===== src/hw/rtl/mmu_pkg.sv =====
// Shared types, constants and helpers of the matrix multiply unit.
`default_nettype none

package mmu_pkg;

  localparam int MAX_DIM   = 8;
  localparam int FRAC_BITS = 16;

  localparam int DATA_W = 32;
  localparam int DIM_W  = 4;
  localparam int ROW_W  = 3;
  localparam int IDX_W  = $clog2(MAX_DIM);
  localparam int ADDR_W = $clog2(MAX_DIM * MAX_DIM);
  localparam int ACC_W  = 2 * DATA_W + IDX_W;
  localparam int PROD_W = 2 * DATA_W;

  localparam int QUEUE_DEPTH = 4;
  localparam int QPTR_W      = $clog2(QUEUE_DEPTH);
  localparam int QCNT_W      = $clog2(QUEUE_DEPTH + 1);

  localparam int OUT_DEPTH = 4;
  localparam int OPTR_W    = $clog2(OUT_DEPTH);
  localparam int OCNT_W    = $clog2(OUT_DEPTH + 1);

  localparam int CFG_IDX_W = 2;

  localparam logic [1:0] MODE_LOAD_A  = 2'd0;
  localparam logic [1:0] MODE_LOAD_B  = 2'd1;
  localparam logic [1:0] MODE_COMPUTE = 2'd2;

  localparam logic [CFG_IDX_W-1:0] REG_A_ROWS     = 2'd0;
  localparam logic [CFG_IDX_W-1:0] REG_INNER_SIZE = 2'd1;
  localparam logic [CFG_IDX_W-1:0] REG_B_COLS     = 2'd2;

  localparam logic [DIM_W-1:0] DIM_RESET = 4'd3;

  typedef enum logic [1:0] {
    CMD_LOAD_A  = 2'd0,
    CMD_LOAD_B  = 2'd1,
    CMD_COMPUTE = 2'd2
  } cmd_kind_t;

  typedef struct packed {
    cmd_kind_t          kind;
    logic [ROW_W-1:0]   row;
    logic [ROW_W-1:0]   col;
    logic [DATA_W-1:0]  value;
  } cmd_t;

  typedef struct packed {
    logic [DIM_W-1:0] a_rows;
    logic [DIM_W-1:0] inner_size;
    logic [DIM_W-1:0] b_cols;
  } dims_t;

  function automatic logic [DIM_W-1:0] clamp_dim(input logic [DIM_W-1:0] v);
    return (v > DIM_W'(MAX_DIM)) ? DIM_W'(MAX_DIM) : v;
  endfunction

  function automatic logic [ADDR_W-1:0] mem_addr(input logic [ROW_W-1:0] r,
                                                 input logic [ROW_W-1:0] c);
    return ADDR_W'(ADDR_W'(r) * ADDR_W'(MAX_DIM) + ADDR_W'(c));
  endfunction

endpackage

`default_nettype wire


===== src/hw/rtl/mmu_queue.sv =====
// Command queue between the front end and the compute back end.
`default_nettype none

module mmu_queue
  import mmu_pkg::*;
(
  input  wire logic clk,
  input  wire logic rst,
  input  wire logic push,
  input  wire cmd_t push_cmd,
  output logic      full,
  output logic      head_valid,
  output cmd_t      head,
  input  wire logic pop
);

  cmd_t              entries [QUEUE_DEPTH];
  logic [QPTR_W-1:0] wr_ptr;
  logic [QPTR_W-1:0] rd_ptr;
  logic [QCNT_W-1:0] count;

  assign full       = (count == QCNT_W'(QUEUE_DEPTH));
  assign head_valid = (count != '0);
  assign head       = entries[rd_ptr];

  always_ff @(posedge clk) begin
    if (push) begin
      entries[wr_ptr] <= push_cmd;
    end
  end

  always_ff @(posedge clk) begin
    if (rst) begin
      wr_ptr <= '0;
      rd_ptr <= '0;
      count  <= '0;
    end else begin
      if (push) begin
        wr_ptr <= wr_ptr + QPTR_W'(1);
      end
      if (pop) begin
        rd_ptr <= rd_ptr + QPTR_W'(1);
      end
      count <= count + QCNT_W'(push) - QCNT_W'(pop);
    end
  end

endmodule

`default_nettype wire


===== config.mk =====
export PLATFORM = sky130hd
export DESIGN_NAME = mmu_queue
export DESIGN_NICKNAME = d
export VERILOG_FILES = /design/src/hw/rtl/mmu_pkg.sv /design/src/hw/rtl/mmu_queue.sv
export SDC_FILE = /design/constraint.sdc
export NUM_CORES = 1
export LEC_CHECK = 0
export BUFFER_PORTS_ARGS = -buffer_cell sky130_fd_sc_hd__buf_2
export CORE_MARGIN = 5
export CORE_UTILIZATION = 57
export DETAILED_ROUTE_END_ITERATION = 8
export MAX_ROUTING_LAYER = met4
export PLACE_DENSITY = 0.82
export SKIP_CTS_REPAIR_TIMING = 1
export SYNTH_ARGS = -nofsm -noshare
export SYNTH_HDL_FRONTEND = slang
export SYNTH_SLANG_ARGS = --single-unit

===== constraint.sdc =====
create_clock -name clk -period 2.15 [get_ports clk]
set_input_delay 0.215 -clock clk [delete_from_list [all_inputs] [get_ports clk]]
set_output_delay 0.215 -clock clk [all_outputs]
set_load 0.05 [all_outputs]

==> results_tabular.tex, run 1 <==
\begin{tabular}{lr}
\hline
Metric & Value \\
\hline
\multicolumn{2}{l}{\textbf{Status}} \\
Outcome & finished, final reports clean \\
\multicolumn{2}{l}{\textbf{Cells and area}} \\
Sequential cell area & about 5000 um\^{}2 \\
Footprint of the multi-input gates & 1140 um\^{}2 \\
Area delta synth->final & 27.7\% \\
Share of cells above drive strength 1 & a little over two fifths \\
Filler cell count in the final layout & about 630 \\
\# nets final & roughly 450 \\
\multicolumn{2}{l}{\textbf{Detailed routing}} \\
Post-detailed-route wirelength per cell & slightly above 20 um \\
Detailed-route vias per instance & $\sim$5.4 \\
Post-route antenna net violation count & 0 \\
Wire length reported by the detailed router & about 11000 um \\
DRC violation total after the first TritonRoute iteration & about 190 \\
Total via count in the routed design & between 3000 and 4000 \\
Drt first pass iters & 4 \\
Post-detailed-route DRC marker count & 0 \\
\multicolumn{2}{l}{\textbf{Synthesis}} \\
Synthesis Warnings & 0 \\
Library cell with the highest instance count after synthesis & sky130\_fd\_sc\_hd\_\_edfxtp\_1 \\
Fraction of the yosys area taken by sequential cells & between 70\% and 80\% \\
Library cell occupying the most area in the post-synthesis netlist & sky130\_fd\_sc\_hd\_\_edfxtp\_1 \\
Top-area cell type share of the netlist area & about 77\% \\
Gate count of the mapped netlist & between 200 and 300 \\
Mean post-synth cell area & roughly 25 um\^{}2 \\
Largest cells by area after synthesis & sky130\_fd\_sc\_hd\_\_edfxtp\_1, sky130\_fd\_sc\_hd\_\_mux4\_2, sky130\_fd\_sc\_hd\_\_dfxtp\_1, sky130\_fd\_sc\_hd\_\_buf\_12, sky130\_fd\_sc\_hd\_\_ha\_1 \\
Register bit count reported by yosys & 169 \\
Library cells used by synthesis & 20 \\
Mapped Nets & between 300 and 400 \\
Commonest register cell after synthesis & sky130\_fd\_sc\_hd\_\_edfxtp\_1 \\
Number of flops mapped to enable cells by yosys & between 150 and 200 \\
Synthesized cell area & between 6000 and 7000 um\^{}2 \\
Proportion of synthesized flip-flops having asynchronous set or reset & 0\% \\
Synth top cells by count & sky130\_fd\_sc\_hd\_\_edfxtp\_1, sky130\_fd\_sc\_hd\_\_mux4\_2, sky130\_fd\_sc\_hd\_\_dfxtp\_1, sky130\_fd\_sc\_hd\_\_ha\_1, sky130\_fd\_sc\_hd\_\_inv\_1 \\
\multicolumn{2}{l}{\textbf{Floorplan}} \\
Number of top-level design ports & 86 \\
Initial core utilization & $\sim$58\% \\
Floorplan core area & $\sim$11000 um\^{}2 \\
X dimension of the die & 115 um \\
Site row count & 38 \\
Die outline area & approximately 13000 um\^{}2 \\
Chip height & $\sim$110 um \\
\multicolumn{2}{l}{\textbf{STA}} \\
Relative slew slack & between 70 and 80\% \\
Final-report max-slew violation count & 0 \\
Worst slew pin tran & between 0.3 and 0.4 ns \\
Final hold violation count & 0 \\
Final total negative setup slack & 0 ns \\
Worst clock skew & $\sim$0.0075 ns \\
Post-route minimum period & around 2.1 ns \\
Worst-case setup margin in the final layout & $\sim$0.017 ns \\
Fmax & around 470 MHz \\
Number of setup violations in the final report & 0 \\
Unrepaired setup endpoints after global routing & yes \\
Final period util & between 90\% and 100\% \\
\multicolumn{2}{l}{\textbf{Global routing}} \\
Global-route wire length before repair & between 15000 and 20000 um \\
Largest net degree at the start of global routing & between 40 and 50 \\
Antenna violations before repair & 1 \\
Overflow left after global routing & 0 \\
Tot GR Track Use & $\sim$17\% \\
Vias in the first global route & between 3000 and 4000 \\
\multicolumn{2}{l}{\textbf{Setup path}} \\
Total buffers and inverters traversed by the critical path & 2 \\
WS Path Type & reg -> out \\
Startpoint type of the worst setup path & flip-flop \\
Peak per-stage delay on the critical path & between 0.5 and 0.6 ns \\
Cell type group with the largest total delay on the critical path & multiplexers \\
Crit path DAT & 1.92 ns \\
Worst Path Required & 1.93 ns \\
Crit end category & output pin \\
Largest driver fanout on the critical path & 10 \\
CP cell instances & clkbuf\_16 > mux4\_2 > buf\_2 \\
Critical Path Slowest Stage Cell & sky130\_fd\_sc\_hd\_\_mux4\_2 \\
\multicolumn{2}{l}{\textbf{Clocking}} \\
Number of buffers created by CTS & 17 \\
Source-to-sink clock delay at the later pin of the worst-skew pair & between 0.5 and 0.6 ns \\
Clock tree from TritonCTS & yes \\
Max Root-Sink Buffers & 2 \\
Post-CTS clock slew at the launch and capture registers of the worst setup and hold paths & around 0.060 ns \\
Root buffer cell & sky130\_fd\_sc\_hd\_\_clkbuf\_8 \\
Clk sinks & about 170 \\
Total number of H-tree levels & 4 \\
\multicolumn{2}{l}{\textbf{Power and ir drop}} \\
Pwr per Cell Area & a little under 1000 nW/um\^{}2 \\
Static Leakage & approximately 2.8 nW \\
Worst vdd ir & between 500 and 600 uV \\
\multicolumn{2}{l}{\textbf{Placed design}} \\
Worst-case setup slack after placement & between 0.3 and 0.4 ns \\
DP Wirelength & around 6300 um \\
Number of buffers added on ports & 85 \\
GPL Wtd Cong & 0.734 \\
\multicolumn{2}{l}{\textbf{Flow run}} \\
Max-cap viol count & 0 \\
\multicolumn{2}{l}{\textbf{Worst hold path}} \\
Worst min-delay path class & in -> reg \\
\hline
\end{tabular}
==> worst reg2reg max path: cells and delay by family (launching register included) <==
family,cells,cell delay [ns]
flip-flops,1,0.32
adder cells (fa/ha/maj),3,0.87
AND/OR/NAND/NOR,1,0.04
XOR/XNOR,1,0.38
buffers and inverters,2,0.10
==> metrics by stage <==
step	area, um^2	hold WS [ns]	total power [mW]	instances	util, %
floorplan	6260	0.287	4.76	251	-
global placement	6910	0.425	5.02	478	64.1
detailed placement	6910	0.431	5.06	478	64.1
CTS	7480	-0.121	7.89	510	69.3
global route	7990	0.0350	8.24	555	74.0
finish	7990	0.0229	7.94	555	74.0
==> flip-flops by register name (all words and copies together) (netlist names), named ones only <==
| register | cells |
|---|---|
| count | 3 |
| entries | 160 |
| rd_ptr | 2 |
| wr_ptr | 2 |
==> cells in the final DEF (no fill, tap or decap), types with 2 or more instances in the layout <==
master	count
sky130_fd_sc_hd__clkinv_4	2
sky130_fd_sc_hd__dfxtp_1	7
sky130_fd_sc_hd__dfxtp_4	2
sky130_fd_sc_hd__buf_12	5
sky130_fd_sc_hd__dlygate4sd3_1	41
sky130_fd_sc_hd__inv_1	6
sky130_fd_sc_hd__edfxtp_1	160
sky130_fd_sc_hd__clkinv_2	3
sky130_fd_sc_hd__nor2_1	5
sky130_fd_sc_hd__buf_6	2
sky130_fd_sc_hd__xnor2_1	2
sky130_fd_sc_hd__bufinv_16	2
sky130_fd_sc_hd__buf_4	10
sky130_fd_sc_hd__and2_2	4
sky130_fd_sc_hd__ha_1	6
sky130_fd_sc_hd__clkinvlp_4	3
sky130_fd_sc_hd__clkinv_1	2
sky130_fd_sc_hd__buf_2	78
sky130_fd_sc_hd__clkbuf_16	18
sky130_fd_sc_hd__mux4_2	40
sky130_fd_sc_hd__inv_6	3
sky130_fd_sc_hd__nor2b_1	2
==> metal layers <==
layer	vias up	share of wire (%)	GRT usage [%]
met4	0	1.2	6.89
met2	97	53	27.9
met1	1533	39	21.5
li1	1358	-	-
met5	-	0	-
met3	13	6.3	4.68
==> cell families after synthesis <==
kind of cell / count (synthesis) / share of synthesized area, %
and+or+nand+nor: 14 / 1.22
xor gates and xnor gates: 3 / 0.660
adders and majority gates: 7 / 1.52
DFF: 169 / 79.7
muxes: 41 / 14.6
buffers and inverters: 15 / 2.14
AOI/OAI and AO/OA: 2 / 0.240
==> path summary, 6_finish.rpt <==
kind                                 from         to  slack [ns]  cells past startpoint
worst max-delay path            flip-flop   head[28]        0.02                      3
worst min-delay path                  pop  flip-flop        0.02                      3
worst max register to register   count[0]   count[2]        0.33                      7
worst min register to register  wr_ptr[1]  wr_ptr[1]        0.56                      2
==> power by group <==
group	switching (mW)	internal, mW	total [mW]
clock network	1.20	1.65	2.85
logic	0.779	0.470	1.25
registers	0.0635	3.78	3.84
total	2.04	5.90	7.94
==> final cells by class <==
cell class,count,share of cell area (%)
sequential,169,62.5
multi-input combinational,67,14.3
timing repair buffer,140,13.7
clock buffer,17,5.18
tap,140,2.19
clock inverter,15,1.86
inverter,6,0.282
antenna,1,0.0313
Power figures use the tool's default switching activity.
==> inputs of run 2 (changes only) <==
- CORE_ASPECT_RATIO: default -> 0.5
==> run 2 against run 1 <==
First-iteration DRC count fell by 9.3%. Utilization fell by 5.4 points. Cell area fell by 6.9%. Non-clock buffer count fell by 47. Power fell by 0.74%. Fmax rose by 3.7%. Sequential power barely moved. Clock skew rose by 0.0032 ns. Cell count fell by 7.7%. Clock-buffer cell count rose by 1. Critical path depth did not move. Flip-flop and latch count did not move.
==> results_tabular.tex, run 2 (synthesized netlist as in run 1, its figures left out) <==
\begin{tabular}{lr}
\hline
Metric & Value \\
\hline
\multicolumn{2}{l}{\textbf{Status}} \\
Outcome & finished, final reports clean \\
\multicolumn{2}{l}{\textbf{Clocking}} \\
Total number of H-tree levels & 4 \\
Clk sinks & between 150 and 200 \\
Clock tree from TritonCTS & yes \\
Post-CTS clock slew at the launch and capture registers of the worst setup and hold paths & approximately 0.06 ns \\
Number of buffers created by CTS & 17 \\
Max Root-Sink Buffers & 2 \\
Source-to-sink clock delay at the later pin of the worst-skew pair & 0.42 ns \\
Root buffer cell & sky130\_fd\_sc\_hd\_\_clkbuf\_16 \\
\multicolumn{2}{l}{\textbf{Power and ir drop}} \\
Worst vdd ir & $\sim$650 uV \\
Power after layout & approximately 7.9 mW \\
Static Leakage & 2.56 nW \\
Pwr per Cell Area & $\sim$1100 nW/um\^{}2 \\
\multicolumn{2}{l}{\textbf{Placed design}} \\
Number of buffers added on ports & 85 \\
DP Wirelength & 6570 um \\
GPL Wtd Cong & 0.667 \\
Placed cell areas & roughly 7000 um\^{}2 \\
\multicolumn{2}{l}{\textbf{STA}} \\
Final period util & 95.6\% \\
Unrepaired setup endpoints after global routing & no \\
Final total negative setup slack & 0 ns \\
Worst clock skew & roughly 0.011 ns \\
Final-report max-slew violation count & 0 \\
Post-route minimum period & slightly above 2 ns \\
Final hold violation count & 0 \\
Number of setup violations in the final report & 0 \\
Worst slew pin tran & roughly 1.1 ns \\
Relative slew slack & around 29\% \\
Fmax & a little under 500 MHz \\
\multicolumn{2}{l}{\textbf{Floorplan}} \\
X dimension of the die & about 160 um \\
Floorplan core area & 10800 um\^{}2 \\
Number of top-level design ports & 86 \\
Site row count & 27 \\
Chip height & around 84 um \\
Die outline area & 13300 um\^{}2 \\
Initial core utilization & between 50\% and 60\% \\
\multicolumn{2}{l}{\textbf{Setup path}} \\
Critical Path Slowest Stage Cell & sky130\_fd\_sc\_hd\_\_mux4\_2 \\
WS Path Type & reg -> out \\
Worst r2r dst & entries[2][14] \\
Crit path DAT & roughly 1.8 ns \\
Cell count of the worst reg-to-reg path & 3 \\
Crit end category & output pin \\
Worst reg2reg startpoint & wr\_ptr[0] \\
Cell type group with the largest total delay on the critical path & multiplexers \\
Flop-to-flop setup slack & between 0.2 and 0.3 ns \\
Startpoint type of the worst setup path & flip-flop \\
Total buffers and inverters traversed by the critical path & 2 \\
Peak per-stage delay on the critical path & 0.57 ns \\
Worst Path Required & 1.93 ns \\
Largest driver fanout on the critical path & 18 \\
CP cell instances & buf\_6 > mux4\_2 > buf\_2 \\
\multicolumn{2}{l}{\textbf{Cells and area}} \\
Area delta synth->final & 18.9\% \\
Leading cell type in the layout, fill and taps excluded & sky130\_fd\_sc\_hd\_\_edfxtp\_1 \\
Max FFs per register & 160 \\
Sequential cell area & 4990 um\^{}2 \\
Final design instance area without fill & between 7000 and 8000 um\^{}2 \\
Share of cells above drive strength 1 & a little under half \\
\# nets final & roughly 410 \\
Largest registers ranked by flip-flop count & entries (160), count (3) \\
Largest register by flop count & entries \\
Highest-count cells in the layout ignoring fill and taps & sky130\_fd\_sc\_hd\_\_edfxtp\_1, sky130\_fd\_sc\_hd\_\_buf\_2, sky130\_fd\_sc\_hd\_\_mux4\_2, sky130\_fd\_sc\_hd\_\_clkbuf\_16, sky130\_fd\_sc\_hd\_\_dfxtp\_1 \\
Footprint of the multi-input gates & approximately 1100 um\^{}2 \\
Filler cell count in the final layout & approximately 660 \\
Antenna diode count & 0 \\
\multicolumn{2}{l}{\textbf{Worst hold path}} \\
Worst Hold Depth & 1 \\
Worst Hold Launch & push\_cmd[22] \\
Hold Path Sink & entries[3][22] \\
Worst min-delay path class & in -> reg \\
\multicolumn{2}{l}{\textbf{Flow run}} \\
Max-cap viol count & 0 \\
\multicolumn{2}{l}{\textbf{Detailed routing}} \\
Wire length reported by the detailed router & 10700 um \\
DRC violation total after the first TritonRoute iteration & 175 \\
Drt first pass iters & 4 \\
Total via count in the routed design & roughly 2800 \\
Post-route antenna net violation count & 0 \\
Detailed-route vias per instance & 5.52 \\
Post-detailed-route wirelength per cell & $\sim$21 um \\
Post-detailed-route DRC marker count & 0 \\
\multicolumn{2}{l}{\textbf{Global routing}} \\
Antenna violations before repair & 0 \\
Tot GR Track Use & between 10\% and 20\% \\
Global-route wire length before repair & about 17000 um \\
Vias in the first global route & about 3200 \\
Largest net degree at the start of global routing & between 40 and 50 \\
Overflow left after global routing & 0 \\
\hline
\end{tabular}
-- run 2: changes by cell type in the layout (fill, tap and decap cells not counted), moves of 2 or more --
cell                            delta
sky130_fd_sc_hd__dlygate4sd3_1    -40
sky130_fd_sc_hd__buf_2             +7
sky130_fd_sc_hd__buf_4             -7
sky130_fd_sc_hd__buf_12            -2
sky130_fd_sc_hd__clkinv_1          -2
sky130_fd_sc_hd__dfxtp_2           +2
sky130_fd_sc_hd__dfxtp_4           -2
-- run 2: how the worst max path moves through the flow --
stage | start | end | cells past startpoint
finish | flip-flop | head[20] | 3
global route | flip-flop | head[22] | 3
CTS | flip-flop | head[25] | 3
detailed placement | wr_ptr[0] | entries[2][9] | 3
global placement | wr_ptr[0] | entries[0][35] | 3
floorplan | wr_ptr[0] | entries[2][0] | 3
-- run 2: through the flow --
step / cells / utilization, % / worst slack (ns) / hold WS [ns]
2_1_floorplan: 251 / - / 0.238 / 0.287
3_3_place_gp: 479 / 63.2 / 0.343 / 0.424
3_5_place_dp: 479 / 63.2 / 0.269 / 0.431
4_1_cts: 511 / 68.5 / -0.0494 / -0.00728
5_1_grt: 512 / 68.6 / 0.00120 / 0.000146
6_report: 512 / 68.6 / 0.0937 / 0.0154
-- run 2: final cells by class --
| type | count | area share, % |
|---|---|---|
| Clock inverter | 14 | 2.00 |
| Clock buffer | 18 | 5.77 |
| Tap cell | 145 | 2.44 |
| Inverter | 6 | 0.303 |
| Timing Repair Buffer | 93 | 7.11 |
| Multi-Input combinational cell | 67 | 15.4 |
| Sequential cell | 169 | 67.0 |
-- run 2: report_power, final --
part | leakage [nW] | total (mW) | switching (mW) | internal (mW)
Combinational | 0.743 | 1.12 | 0.757 | 0.359
Clock | 0.273 | 2.93 | 1.22 | 1.71
Sequential | 1.54 | 3.84 | 0.0539 | 3.78
-- run 2: metal layers --
metal	part of all wire, %	GRT usage, %
met3	5.7	4.92
met5	0	-
met1	40	21.9
met2	54	29.6
met4	0.49	5.34
==> inputs of run 3 (changes only) <==
- ABC_AREA: default -> 1
- CORE_UTILIZATION: 57 -> 58
- PLACE_DENSITY: 0.82 -> 0.83
- RECOVER_POWER: default -> 25
==> run 3 against run 2 <==
Clock-buffer cell count unchanged. Routed wire length up 14%. Clock skew down 0.0037 ns. Cell area up 10%. Power down 1.7%. Register-to-register slack better by 0.31 ns. Critical path depth up 2. Global-route usage about the same. Sequential share of layout area down 6.2 points. Die area up 9.9%. Synthesized area up 13%.
==> results_tabular.tex, run 3 <==
\begin{tabular}{lr}
\hline
Metric & Value \\
\hline
\multicolumn{2}{l}{\textbf{Cells and area}} \\
Area delta synth->final & 16.2\% \\
\# nets final & between 600 and 700 \\
Antenna diode count & 0 \\
Highest-count cells in the layout ignoring fill and taps & sky130\_fd\_sc\_hd\_\_edfxtp\_1, sky130\_fd\_sc\_hd\_\_inv\_1, sky130\_fd\_sc\_hd\_\_buf\_2, sky130\_fd\_sc\_hd\_\_nand2\_1, sky130\_fd\_sc\_hd\_\_a21oi\_1 \\
Final design instance area without fill & between 8000 and 9000 um\^{}2 \\
Max FFs per register & 160 \\
Leading cell type in the layout, fill and taps excluded & sky130\_fd\_sc\_hd\_\_edfxtp\_1 \\
Largest registers ranked by flip-flop count & entries (160), count (3) \\
Largest register by flop count & entries \\
Share of cells above drive strength 1 & between 20\% and 30\% \\
\multicolumn{2}{l}{\textbf{STA}} \\
Relative slew slack & between 60\% and 70\% \\
Worst clock skew & 0.00702 ns \\
Worst slew pin tran & 0.450 ns \\
Number of setup violations in the final report & 0 \\
Final period util & between 90\% and 100\% \\
Worst Hold Margin & 0.0170 ns \\
Fmax & 512 MHz \\
Unrepaired setup endpoints after global routing & no \\
Final hold violation count & 0 \\
Post-route minimum period & 1.95 ns \\
Final total negative setup slack & 0 ns \\
Final-report max-slew violation count & 0 \\
\multicolumn{2}{l}{\textbf{Floorplan}} \\
Initial core utilization & 59.5\% \\
Die outline area & between 10000 and 15000 um\^{}2 \\
Number of top-level design ports & 86 \\
Chip height & 88.0 um \\
Site row count & 28 \\
X dimension of the die & 166 um \\
Floorplan core area & about 12000 um\^{}2 \\
\multicolumn{2}{l}{\textbf{Detailed routing}} \\
Wire length reported by the detailed router & between 10000 and 15000 um \\
Post-route antenna net violation count & 0 \\
Post-detailed-route wirelength per cell & 15.5 um \\
Detailed-route vias per instance & between 5 and 6 \\
Total via count in the routed design & about 4000 \\
Drt first pass iters & 5 \\
Post-detailed-route DRC marker count & 0 \\
DRC violation total after the first TritonRoute iteration & around 290 \\
\multicolumn{2}{l}{\textbf{Worst hold path}} \\
Worst Hold Depth & 1 \\
Worst min-delay path class & in -> reg \\
\multicolumn{2}{l}{\textbf{Clocking}} \\
Number of buffers created by CTS & 17 \\
Root buffer cell & sky130\_fd\_sc\_hd\_\_clkbuf\_16 \\
Total number of H-tree levels & 4 \\
Clk sinks & approximately 170 \\
Post-CTS clock slew at the launch and capture registers of the worst setup and hold paths & about 0.060 ns \\
Source-to-sink clock delay at the later pin of the worst-skew pair & about 0.41 ns \\
Clock tree from TritonCTS & yes \\
Max Root-Sink Buffers & 2 \\
\multicolumn{2}{l}{\textbf{Setup path}} \\
Crit path DAT & approximately 1.7 ns \\
Worst reg2reg startpoint & count[0] \\
Startpoint type of the worst setup path & flip-flop \\
WS Path Type & reg -> out \\
Endpoint of the worst setup timing path & head[39] \\
Largest driver fanout on the critical path & 42 \\
Flop-to-flop setup slack & $\sim$0.59 ns \\
Cell count of the worst reg-to-reg path & 9 \\
Worst Path Required & roughly 1.9 ns \\
Crit end category & output pin \\
Worst r2r dst & count[2] \\
\multicolumn{2}{l}{\textbf{Global routing}} \\
Met2 track demand over resource & just under 30\% \\
Vias in the first global route & approximately 4000 \\
Busiest metal layer after global routing & met2 \\
Fraction of met3 tracks used by global routing & $\sim$5.1\% \\
Tot GR Track Use & 18.0\% \\
Global-route wire length before repair & around 19000 um \\
M1 GR Usage & about 21\% \\
Overflow left after global routing & 0 \\
Antenna violations before repair & 0 \\
Largest net degree at the start of global routing & 56 \\
\multicolumn{2}{l}{\textbf{Placed design}} \\
DP Wirelength & $\sim$7600 um \\
Number of buffers added on ports & 85 \\
GPL Wtd Cong & 0.755 \\
Placed cell areas & $\sim$7700 um\^{}2 \\
\multicolumn{2}{l}{\textbf{Power and ir drop}} \\
Fraction of power spent switching nets & 26.3\% \\
Pwr per Cell Area & about 940 nW/um\^{}2 \\
Worst vdd ir & 538 uV \\
Internal power & 5.71 mW \\
Sequential cell fraction of total power & 49.3\% \\
Clock power share & between 30\% and 40\% \\
Switching pwr & around 2.0 mW \\
Static Leakage & between 3 and 4 nW \\
Power after layout & roughly 7.8 mW \\
Share of total power in combinational logic & $\sim$15\% \\
\multicolumn{2}{l}{\textbf{Synthesis}} \\
Mapped Nets & roughly 580 \\
Proportion of synthesized flip-flops having asynchronous set or reset & 0\% \\
Synthesized cell area & 7060 um\^{}2 \\
Register bit count reported by yosys & about 170 \\
Synthesis Warnings & 0 \\
Largest cells by area after synthesis & sky130\_fd\_sc\_hd\_\_edfxtp\_1, sky130\_fd\_sc\_hd\_\_o211ai\_2, sky130\_fd\_sc\_hd\_\_inv\_1, sky130\_fd\_sc\_hd\_\_nand2\_2, sky130\_fd\_sc\_hd\_\_a21oi\_1 \\
Gate count of the mapped netlist & approximately 520 \\
Library cell occupying the most area in the post-synthesis netlist & sky130\_fd\_sc\_hd\_\_edfxtp\_1 \\
Top-area cell type share of the netlist area & between 60\% and 70\% \\
Fraction of the yosys area taken by sequential cells & between 70 and 80\% \\
Library cells used by synthesis & 17 \\
Number of flops mapped to enable cells by yosys & 160 \\
Mean post-synth cell area & between 10 and 15 um\^{}2 \\
Library cell with the highest instance count after synthesis & sky130\_fd\_sc\_hd\_\_edfxtp\_1 \\
Commonest register cell after synthesis & sky130\_fd\_sc\_hd\_\_edfxtp\_1 \\
Synth top cells by count & sky130\_fd\_sc\_hd\_\_edfxtp\_1, sky130\_fd\_sc\_hd\_\_inv\_1, sky130\_fd\_sc\_hd\_\_nand2\_1, sky130\_fd\_sc\_hd\_\_a21oi\_1, sky130\_fd\_sc\_hd\_\_o21ai\_0 \\
\multicolumn{2}{l}{\textbf{Status}} \\
Outcome & finished, final reports clean \\
\multicolumn{2}{l}{\textbf{Flow run}} \\
Max-cap viol count & 0 \\
\hline
\end{tabular}
[run 3: cell type report]
class	instances	area, um^2
clock buffers	18	429
clock inverters	11	109
fillers	812	3670
inverters	97	364
multi-input cells	231	1500
flip-flops and latches	169	4990
well taps	165	206
repair buffers	100	604
[run 3: cells by family after synthesis]
logic type                 share of synthesized area (%)
AOI/OAI and AO/OA                                   13.5
adders and majority gates                           1.35
buffers and inverters                               8.15
DFF                                                 70.6
and+or+nand+nor                                     6.47
[run 3: layer usage]
layer | vias up | wire, um
li1 | 1990 | -
met1 | 1936 | 5370
met2 | 82 | 6060
met3 | 24 | 615
met4 | 0 | 246
met5 | - | 0
[run 3: how the worst min path moves through the flow]
stage	end	start
6_report	entries[3][37]	push_cmd[37]
5_1_grt	entries[2][27]	push_cmd[27]
4_1_cts	count[0]	rst
3_5_place_dp	count[0]	rst
3_3_place_gp	count[1]	rst
2_1_floorplan	count[0]	rst
[run 3: stage by stage]
step	worst slack, ns	utilization (%)	cells
finish	0.198	69.1	791
global placement	0.565	64.6	759
floorplan	0.381	-	524
detailed placement	0.520	64.6	759
global route	0.107	69.1	791
CTS	0.0671	69.1	788
[run 3: worst max-delay path, stage by stage, from the launching register on]
cell                      delay (ns)
sky130_fd_sc_hd__dfxtp_4        0.51
sky130_fd_sc_hd__buf_12         0.28
sky130_fd_sc_hd__a21oi_1        0.07
sky130_fd_sc_hd__o21ai_0        0.13
sky130_fd_sc_hd__nand2_1        0.09
sky130_fd_sc_hd__buf_2          0.22
[run 3: power by group through the flow]
stage / logic [mW] / clock network, mW / registers (mW)
finish: 1.13 / 2.80 / 3.82
global route: 1.23 / 2.99 / 3.83
CTS: 1.13 / 2.84 / 3.83
detailed placement: 1.12 / 0 / 3.90
global placement: 1.10 / 0 / 3.89
floorplan: 0.867 / 0 / 3.87
